`src/rtl/vlen_pkg.sv`:
```
// package: shared types, constants and register codes for the variable-length integer narrower
`timescale 1ns / 1ps

package vlen_pkg;

	// widest destination integer in bytes
	localparam int MAX_RESULT_BYTES = 8;
	localparam int VALUE_W          = 64;
	localparam int CFG_IDX_W        = 8;
	localparam int CFG_DATA_W       = 8;

	// configuration register indexes
	typedef enum logic [CFG_IDX_W-1:0] {
		REG_TARGET_BYTES = 8'd0,
		REG_SIGNED_MODE  = 8'd1
	} reg_idx_t;

	// one input item
	typedef struct packed {
		logic [7:0] data_byte;
		logic       last_byte;
		logic       no_bytes;
	} item_t;

	// one result item
	typedef struct packed {
		logic [VALUE_W-1:0] value_bits;
		logic               format_ok;
	} result_t;

	// configuration register contents
	typedef struct packed {
		logic [3:0] target_bytes;
		logic       signed_mode;
	} cfg_t;

endpackage

```
`src/rtl/vlen_if.sv`:
```
// interfaces: input item, result item and configuration write channels
`timescale 1ns / 1ps

interface vlen_item_if;
	logic       valid;
	logic       ready;
	logic [7:0] data_byte;
	logic       last_byte;
	logic       no_bytes;

	modport source (output valid, data_byte, last_byte, no_bytes, input ready);
	modport sink (input valid, data_byte, last_byte, no_bytes, output ready);
endinterface

interface vlen_result_if;
	logic                          valid;
	logic                          ready;
	logic [vlen_pkg::VALUE_W-1:0]  value_bits;
	logic                          format_ok;

	modport source (output valid, value_bits, format_ok, input ready);
	modport sink (input valid, value_bits, format_ok, output ready);
endinterface

interface vlen_cfg_if;
	logic                            valid;
	logic                            ready;
	logic [vlen_pkg::CFG_IDX_W-1:0]  index;
	logic [vlen_pkg::CFG_DATA_W-1:0] data;

	modport source (output valid, index, data, input ready);
	modport sink (input valid, index, data, output ready);
endinterface

```
`src/rtl/vlen_cfg.sv`:
```
// configuration registers: destination width and signedness
`timescale 1ns / 1ps

module vlen_cfg (
	input  logic           clk,
	input  logic           arst_n,
	input  logic           wr_en,
	input  logic [vlen_pkg::CFG_IDX_W-1:0]  wr_index,
	input  logic [vlen_pkg::CFG_DATA_W-1:0] wr_data,
	output vlen_pkg::cfg_t cfg
);

	vlen_pkg::cfg_t cfg_q;

	// register decode, unknown indexes are dropped
	always_ff @(posedge clk or negedge arst_n) begin
		if (!arst_n) begin
			cfg_q.target_bytes <= 4'd4;
			cfg_q.signed_mode  <= 1'b0;
		end else if (wr_en) begin
			unique case (wr_index)
				vlen_pkg::REG_TARGET_BYTES: cfg_q.target_bytes <= wr_data[3:0];
				vlen_pkg::REG_SIGNED_MODE:  cfg_q.signed_mode  <= wr_data[0];
				default: ;
			endcase
		end
	end

	assign cfg = cfg_q;

endmodule

```
`src/rtl/vlen_acc.sv`:
```
// accumulator stage: gathers bytes, checks extension bytes and forms the result
`timescale 1ns / 1ps

module vlen_acc (
	input  logic              clk,
	input  logic              arst_n,
	input  logic              step_en,
	input  vlen_pkg::item_t   item,
	input  vlen_pkg::cfg_t    cfg,
	output logic              finish,
	output vlen_pkg::result_t res
);

	localparam logic [3:0] MAX_BYTES = 4'(vlen_pkg::MAX_RESULT_BYTES);
	localparam logic [3:0] COUNT_SAT = 4'd9;

	logic [vlen_pkg::VALUE_W-1:0] acc_q;
	logic [3:0]                   count_q;
	logic                         ovf_q;

	logic [3:0]                   width;
	logic [2:0]                   width_m1;
	logic                         sign_bit;
	logic [7:0]                   fill_byte;
	logic [vlen_pkg::VALUE_W-1:0] acc_add;
	logic [vlen_pkg::VALUE_W-1:0] acc_next;
	logic [3:0]                   count_next;
	logic                         ovf_next;
	logic [vlen_pkg::VALUE_W-1:0] fin_acc;
	logic [3:0]                   fin_count;
	logic                         fin_ovf;
	logic [3:0]                   keep;
	logic [2:0]                   keep_m1;
	logic                         ext_bit;
	logic [vlen_pkg::VALUE_W-1:0] ext_val;

	// effective destination width, clamped to 1..max
	always_comb begin
		if (cfg.target_bytes == 4'd0)
			width = 4'd1;
		else if (cfg.target_bytes > MAX_BYTES)
			width = MAX_BYTES;
		else
			width = cfg.target_bytes;
		width_m1 = 3'(width - 4'd1);
	end

	// byte placement and extension byte check
	always_comb begin
		acc_add = '0;
		for (int i = 0; i < vlen_pkg::MAX_RESULT_BYTES; i++) begin
			if (count_q == 4'(i) && count_q < width)
				acc_add[8*i +: 8] = item.data_byte;
		end
		acc_next   = acc_q | acc_add;
		sign_bit   = acc_q[{width_m1, 3'b111}];
		fill_byte  = (cfg.signed_mode && sign_bit) ? 8'hFF : 8'h00;
		ovf_next   = ovf_q | ((count_q >= width) && (item.data_byte != fill_byte));
		count_next = (count_q < COUNT_SAT) ? count_q + 4'd1 : count_q;
	end

	// zero-length mark closes the value on the state gathered so far; a last byte closes it with that byte included
	always_comb begin
		finish = item.no_bytes | item.last_byte;
		if (item.no_bytes) begin
			fin_acc   = acc_q;
			fin_count = count_q;
			fin_ovf   = ovf_q;
		end else begin
			fin_acc   = acc_next;
			fin_count = count_next;
			fin_ovf   = ovf_next;
		end
	end

	// sign extension from the last kept byte, per byte lane
	always_comb begin
		keep    = (fin_count < width) ? fin_count : width;
		keep_m1 = 3'(keep - 4'd1);
		ext_bit = fin_acc[{keep_m1, 3'b111}];
		ext_val = fin_acc;
		if (cfg.signed_mode && keep != 4'd0 && keep < 4'(vlen_pkg::VALUE_W / 8)) begin
			for (int i = 0; i < vlen_pkg::VALUE_W / 8; i++) begin
				if (4'(i) >= keep)
					ext_val[8*i +: 8] = {8{ext_bit}};
			end
		end
		res.value_bits = fin_ovf ? '0 : ext_val;
		res.format_ok  = ~fin_ovf;
	end

	// value state, cleared after each finished value
	always_ff @(posedge clk or negedge arst_n) begin
		if (!arst_n) begin
			acc_q   <= '0;
			count_q <= '0;
			ovf_q   <= 1'b0;
		end else if (step_en) begin
			if (finish) begin
				acc_q   <= '0;
				count_q <= '0;
				ovf_q   <= 1'b0;
			end else begin
				acc_q   <= acc_next;
				count_q <= count_next;
				ovf_q   <= ovf_next;
			end
		end
	end

endmodule

```
`src/rtl/var_length_le_integer_narrower_top.sv`:
```
// A result is registered once the transaction carrying the final byte leaves the input
// register. Throughput: one byte per cycle unless a finishing byte waits on a full
// result register, set by the single accumulator update stage between the registers.
// Reset: clears the accumulator, byte count and overflow flag, empties both
// registers, and sets target_bytes to 4 and signed_mode to 0.
`timescale 1ns / 1ps

module var_length_le_integer_narrower_top (
	input  logic         clk,
	input  logic         arst_n,
	vlen_item_if.sink    item,
	vlen_result_if.source result,
	vlen_cfg_if.sink     cfg
);

	vlen_pkg::cfg_t    cfg_w;
	vlen_pkg::item_t   item_s1;
	vlen_pkg::result_t res_w;
	vlen_pkg::result_t res_q;
	logic              s1_valid_s1;
	logic              out_valid_q;
	logic              s1_fin;
	logic              s1_adv;
	logic              out_free;
	logic              item_acc;

	// configuration channel is always ready
	assign cfg.ready = 1'b1;

	vlen_cfg u_cfg (
		.clk      (clk),
		.arst_n   (arst_n),
		.wr_en    (cfg.valid),
		.wr_index (cfg.index),
		.wr_data  (cfg.data),
		.cfg      (cfg_w)
	);

	// handshake control
	assign out_free   = ~out_valid_q | result.ready;
	assign s1_adv     = s1_valid_s1 & (~s1_fin | out_free);
	assign item.ready = ~s1_valid_s1 | s1_adv;
	assign item_acc   = item.valid & item.ready;

	// input register
	always_ff @(posedge clk or negedge arst_n) begin
		if (!arst_n) begin
			s1_valid_s1 <= 1'b0;
		end else if (item_acc) begin
			s1_valid_s1 <= 1'b1;
		end else if (s1_adv) begin
			s1_valid_s1 <= 1'b0;
		end
	end

	always_ff @(posedge clk) begin
		if (item_acc) begin
			item_s1.data_byte <= item.data_byte;
			item_s1.last_byte <= item.last_byte;
			item_s1.no_bytes  <= item.no_bytes;
		end
	end

	vlen_acc u_acc (
		.clk     (clk),
		.arst_n  (arst_n),
		.step_en (s1_adv),
		.item    (item_s1),
		.cfg     (cfg_w),
		.finish  (s1_fin),
		.res     (res_w)
	);

	// result register
	always_ff @(posedge clk or negedge arst_n) begin
		if (!arst_n) begin
			out_valid_q <= 1'b0;
		end else if (s1_adv && s1_fin) begin
			out_valid_q <= 1'b1;
		end else if (result.ready) begin
			out_valid_q <= 1'b0;
		end
	end

	always_ff @(posedge clk) begin
		if (s1_adv && s1_fin)
			res_q <= res_w;
	end

	assign result.valid      = out_valid_q;
	assign result.value_bits = res_q.value_bits;
	assign result.format_ok  = res_q.format_ok;

	// a finishing item stalled behind a full result register blocks new input
	a_stall_blocks: assert property (@(posedge clk) disable iff (!arst_n)
		(s1_valid_s1 && s1_fin && !out_free) |-> !item.ready)
		else $error("input accepted while finishing item is stalled");

	// a finishing item always lands in the result register
	a_fin_lands: assert property (@(posedge clk) disable iff (!arst_n)
		(s1_adv && s1_fin) |=> result.valid)
		else $error("finished value lost");

	// failed conversions carry a zero value
	a_fail_zero: assert property (@(posedge clk) disable iff (!arst_n)
		(result.valid && !result.format_ok) |-> (result.value_bits == '0))
		else $error("overflow result with nonzero value");

endmodule
```
`src/flat_wrapper.sv`:
```
// flat-port wrapper written by rule: the top's interface ports become plain ports
module var_length_le_integer_narrower_top_flat 
  (clk, arst_n, item_valid, item_data_byte, item_last_byte, item_no_bytes, item_ready, result_valid, result_value_bits, result_format_ok, result_ready, cfg_valid, cfg_index, cfg_data, cfg_ready);
  vlen_item_if item_i ();
  vlen_result_if result_i ();
  vlen_cfg_if cfg_i ();
  input  logic clk;
  input  logic arst_n;
  input wire logic [$bits(item_i.valid)-1:0] item_valid;
  input wire logic [$bits(item_i.data_byte)-1:0] item_data_byte;
  input wire logic [$bits(item_i.last_byte)-1:0] item_last_byte;
  input wire logic [$bits(item_i.no_bytes)-1:0] item_no_bytes;
  output wire logic [$bits(item_i.ready)-1:0] item_ready;
  output wire logic [$bits(result_i.valid)-1:0] result_valid;
  output wire logic [$bits(result_i.value_bits)-1:0] result_value_bits;
  output wire logic [$bits(result_i.format_ok)-1:0] result_format_ok;
  input wire logic [$bits(result_i.ready)-1:0] result_ready;
  input wire logic [$bits(cfg_i.valid)-1:0] cfg_valid;
  input wire logic [$bits(cfg_i.index)-1:0] cfg_index;
  input wire logic [$bits(cfg_i.data)-1:0] cfg_data;
  output wire logic [$bits(cfg_i.ready)-1:0] cfg_ready;
  assign item_i.valid = item_valid;
  assign item_i.data_byte = item_data_byte;
  assign item_i.last_byte = item_last_byte;
  assign item_i.no_bytes = item_no_bytes;
  assign item_ready = item_i.ready;
  assign result_valid = result_i.valid;
  assign result_value_bits = result_i.value_bits;
  assign result_format_ok = result_i.format_ok;
  assign result_i.ready = result_ready;
  assign cfg_i.valid = cfg_valid;
  assign cfg_i.index = cfg_index;
  assign cfg_i.data = cfg_data;
  assign cfg_ready = cfg_i.ready;
  var_length_le_integer_narrower_top u_core (.clk(clk), .arst_n(arst_n), .item(item_i), .result(result_i), .cfg(cfg_i));
endmodule
```
`config.mk`:
```
export PLATFORM = sky130hd
export DESIGN_NAME = var_length_le_integer_narrower_top_flat
export DESIGN_NICKNAME = d
export VERILOG_FILES = /design/src/rtl/vlen_pkg.sv /design/src/rtl/vlen_if.sv /design/src/rtl/vlen_cfg.sv /design/src/rtl/vlen_acc.sv /design/src/rtl/var_length_le_integer_narrower_top.sv /design/src/flat_wrapper.sv
export SDC_FILE = /design/constraint.sdc
export NUM_CORES = 1
export LEC_CHECK = 0
export ABC_AREA = 1
export BUFFER_PORTS_ARGS = -buffer_cell sky130_fd_sc_hd__buf_2
export CORE_ASPECT_RATIO = 1.2
export CORE_UTILIZATION = 41
export CTS_CLUSTER_SIZE = 25
export DETAILED_ROUTE_END_ITERATION = 12
export PLACE_DENSITY_LB_ADDON = 0.1
export SETUP_SLACK_MARGIN = 0.15
export SLEW_MARGIN = 20
export SYNTH_ARGS = -nofsm -noshare
export SYNTH_HDL_FRONTEND = slang
export SYNTH_HIERARCHICAL = 1
export SYNTH_SLANG_ARGS = --single-unit
```
`constraint.sdc`:
```
create_clock -name clk -period 4.6 [get_ports clk]
set_input_delay 0 -clock clk [delete_from_list [all_inputs] [get_ports clk]]
set_output_delay 0 -clock clk [all_outputs]
set_load 0.05 [all_outputs]
```
==> results.json <==
{
  "status": "completed",
  "initial_core_util": 0.418,
  "worstMarginPinSlew_ns": 0.907,
  "viasPerCell": 4.88,
  "grt_usage": 0.206,
  "crit_chain": "inv_1, ha_1, nand2_2, nand2_1, nor2_1, a21oi_1, o21ai_0, ha_1, nand2_2, nand2_4, nand2_8, nand2_8, nand3_1, nand2_2, inv_1, ha_1, inv_1, nand3_4, inv_4, nand2_2, clkinv_2, nand3_4, nand2_1, inv_1",
  "crit_family": "simple AND/OR/NAND/NOR gates",
  "cts.sinks": 151,
  "endpoint_kind": "register",
  "clock-root-buffer": "clkbuf_16",
  "p_per_area_nw_per_um2": 433,
  "placed_cells": 1212,
  "worst-setup-path-type": "reg2reg",
  "fin_worst_skew_ns": 0.00916,
  "core-area_um2": 18800,
  "ctsResizeCount": 0,
  "synthFlopType": "edfxtp_1",
  "grt_overflow": 0,
  "period_minus_slack_ns": 3.76,
  "period_share": 0.817,
  "crit_required_ns": 4.79,
  "synth_mux_area_frac": 0,
  "synth_top_cell_area_share": 0.287,
  "layout-drive-gt1-share": 0.194,
  "synth-edff-count": 75,
  "synth_area_um2": 7850,
  "crit_buf_inv": 6,
  "crit_path_max_incr_delay_ns": 0.44,
  "layout.nets": 1052,
  "cts_made_buffers": 17,
  "fin_tns_setup_ns": 0,
  "dieArea_um2": 19700,
  "ir_drop_mv": 0.263,
  "ys_async_sr_fraction": 0.503,
  "cts_max_level": 4,
  "grt_max_degree": 71,
  "syn_inst": 888,
  "worstPathMaxFanout": 10,
  "slew_headroom": 0.395,
  "yosys.cell_types.count": 41,
  "setup_ws_ns": 0.843,
  "n_antenna_cell": 0,
  "timing.final.hold_violations": 0,
  "clkSlewWorstSetupHoldPaths_ns": 0.06,
  "drtIter0Drc": 437,
  "synth-compound-area-share": 0.135,
  "finalMaxSlewViolations": 0,
  "yosysSeqAreaShare": 0.530,
  "worstPathArrival_ns": 3.94,
  "max_cap_violations": 0,
  "synth_area_leader_cell": "edfxtp_1",
  "port_buffers": 93,
  "ant_nets": 0,
  "rsz0062_at_grt": "false",
  "wire_per_inst_um": 14.9,
  "first_pass_iters": 5,
  "synth_area_leaders": "edfxtp_1 29%, dfrtp_1 24%, a21oi_1 11%",
  "die_w_um": 128,
  "clock_latency_ns": 0.43,
  "dp_hpwl_mm": 12.2,
  "yosys.area_share.xor_xnor": 0.00112,
  "cts_max_path_buffers": 2,
  "yosys_register_bits": 151,
  "gp_congestion": 0.831,
  "antenna_found_initial": 0,
  "dr_total_vias": 6206,
  "cts_tree": "yes",
  "syn-num-nets": 936,
  "fp-row-count": 55,
  "synth_top_family_by_area": "simple AND/OR/NAND/NOR gates",
  "route.detailed.drc": 0,
  "synth_area_per_cell_um2": 8.84,
  "yosysMostFrequentCell": "a21oi_1",
  "setup_violations": 0,
  "fmax_mhz": 266,
  "p_leak_uw": 0.00455,
  "netlist_top_cells_count": "180 x a21oi_1, 134 x nor2_1, 126 x inv_1",
  "syn_to_final_growth_pct": 20.4,
  "grt_pass1_vias": 5964,
  "pre_cts_ws_ns": 0.831,
  "io_pins": 99,
  "drt-total-wl_mm": 18.9,
  "synthSimpleGateAreaFrac": 0.224,
  "fin_util": 0.503,
  "start_kind": "register",
  "min_path_type": "in2async",
  "die_h_um": 154,
  "ys.warnings.count": 6,
  "synth-adder-area-share": 0.0271,
  "cp_slowest_cell": "dfrtp_1",
  "grt_pass1_wl_mm": 31.0,
  "stdcell_count": 1273
}
[where the power goes]
| part | switching, uW | internal (uW) |
|---|---|---|
| Clock | 553 | 849 |
| Combinational | 821 | 274 |
| Sequential | 44.3 | 1550 |
| Total | 1420 | 2680 |
[metal layers]
| metal | part of all wire | track usage |
|---|---|---|
| met1 | 0.45 | 0.268 |
| met2 | 0.49 | 0.342 |
| met3 | 0.034 | 0.0327 |
| met4 | 0.022 | 0.0812 |
| met5 | 0 | 0 |
[sequential cells by signal, indices dropped and copies added, names as in the netlist]
name and cells:
u_core/result.value_bits 64, u_core/u_acc/acc_q 64, u_core/item_s1 10, u_core/u_cfg/cfg 5, u_core/u_acc/count_q 4, u_core/result.format_ok 1, u_core/result.valid 1, u_core/s1_valid_s1 1
u_core/u_acc/ovf_q 1
[final timing paths]
path | startpoint | endpoint | cells past startpoint | slack, ns
worst min-delay path | arst_n | u_core/s1_valid_s1 | 2 | 0.22
worst max register to register | u_core/u_acc/count_q[0] | u_core/result.value_bits[21] | 24 | 0.84
min in group clk | item_data_byte[2] | u_core/item_s1[4] | 2 | 0.27
worst max-delay path | u_core/u_acc/count_q[0] | u_core/result.value_bits[21] | 24 | 0.84
worst min register to register | u_core/u_acc/acc_q[59] | u_core/u_acc/acc_q[59] | 2 | 0.49
max in group asynchronous | arst_n | u_core/u_acc/acc_q[7] | 3 | 3.30
[cell usage in the layout (no fill, tap or decap), types with 2 or more instances in the layout]
cell type,count
inv_6,2
ha_1,17
clkinv_2,8
clkinv_1,2
a21oi_1,180
buf_2,93
dlygate4sd3_1,29
nor2_1,133
o211ai_1,3
inv_2,7
nand4_1,5
clkinvlp_4,2
inv_1,124
dfrtp_1,75
nand3_2,10
nand2_1,114
a21oi_4,2
o22ai_1,4
nand2_8,2
edfxtp_1,75
nand3_1,32
nor2_2,3
nor2_4,3
nor3_1,7
clkbuf_16,17
nand2_4,7
clkbuf_1,2
nor4_1,2
nand3_4,10
o21ai_0,8
nand2_2,12
o21ai_1,4
bufinv_16,3
nand4_2,2
buf_4,8
[worst register-to-register path, cell delays in order (launching register included)]
cell and delay [ns]:
dfrtp_1 0.44, inv_1 0.22, ha_1 0.22, nand2_2 0.07
nand2_1 0.07, nor2_1 0.04, a21oi_1 0.17, o21ai_0 0.17
ha_1 0.35, nand2_2 0.07, nand2_4 0.08, nand2_8 0.08
nand2_8 0.10, nand3_1 0.09, nand2_2 0.15, inv_1 0.07
ha_1 0.23, inv_1 0.13, nand3_4 0.18, inv_4 0.12
nand2_2 0.13, clkinv_2 0.09, nand3_4 0.12, nand2_1 0.09
inv_1 0.04
[cells by family (layout without fill, tap and decap cells)]
family | after synthesis | after routing
and+or+nand+nor | 346 | 346
AOI/OAI and AO/OA | 203 | 203
buffers and inverters | 169 | 298
DFF | 151 | 151
adders and majority gates | 17 | 17
other | 1 | 1
xor gates and xnor gates | 1 | 1
[stage by stage]
| step | power (uW) | hold WS (ns) | area (um2) |
|---|---|---|---|
| 3_5_place_dp | 2710 | 0.178 | 8570 |
| 6_report | 4090 | 0.220 | 9450 |
| 2_1_floorplan | 2470 | -0.296 | 7850 |
| 4_1_cts | 4130 | 0.264 | 9450 |
| 5_1_grt | 4290 | 0.269 | 9450 |
| 3_3_place_gp | 2710 | 0.177 | 8570 |
[final cells by class]
class | instances | area (um2)
tap | 256 | 320
fill | 1813 | 9340
multi-input combinational | 568 | 3050
sequential | 151 | 4160
clock buffer | 19 | 433
inverter | 136 | 515
timing repair buffer | 130 | 816
clock inverter | 13 | 153
[timing repair]
action | in CTS | in global routing
buffers inserted | 0 | 0
hold buffers | 29 | 0
hold endpoints to repair | 52 | 0
Power figures use the tool's default switching activity.
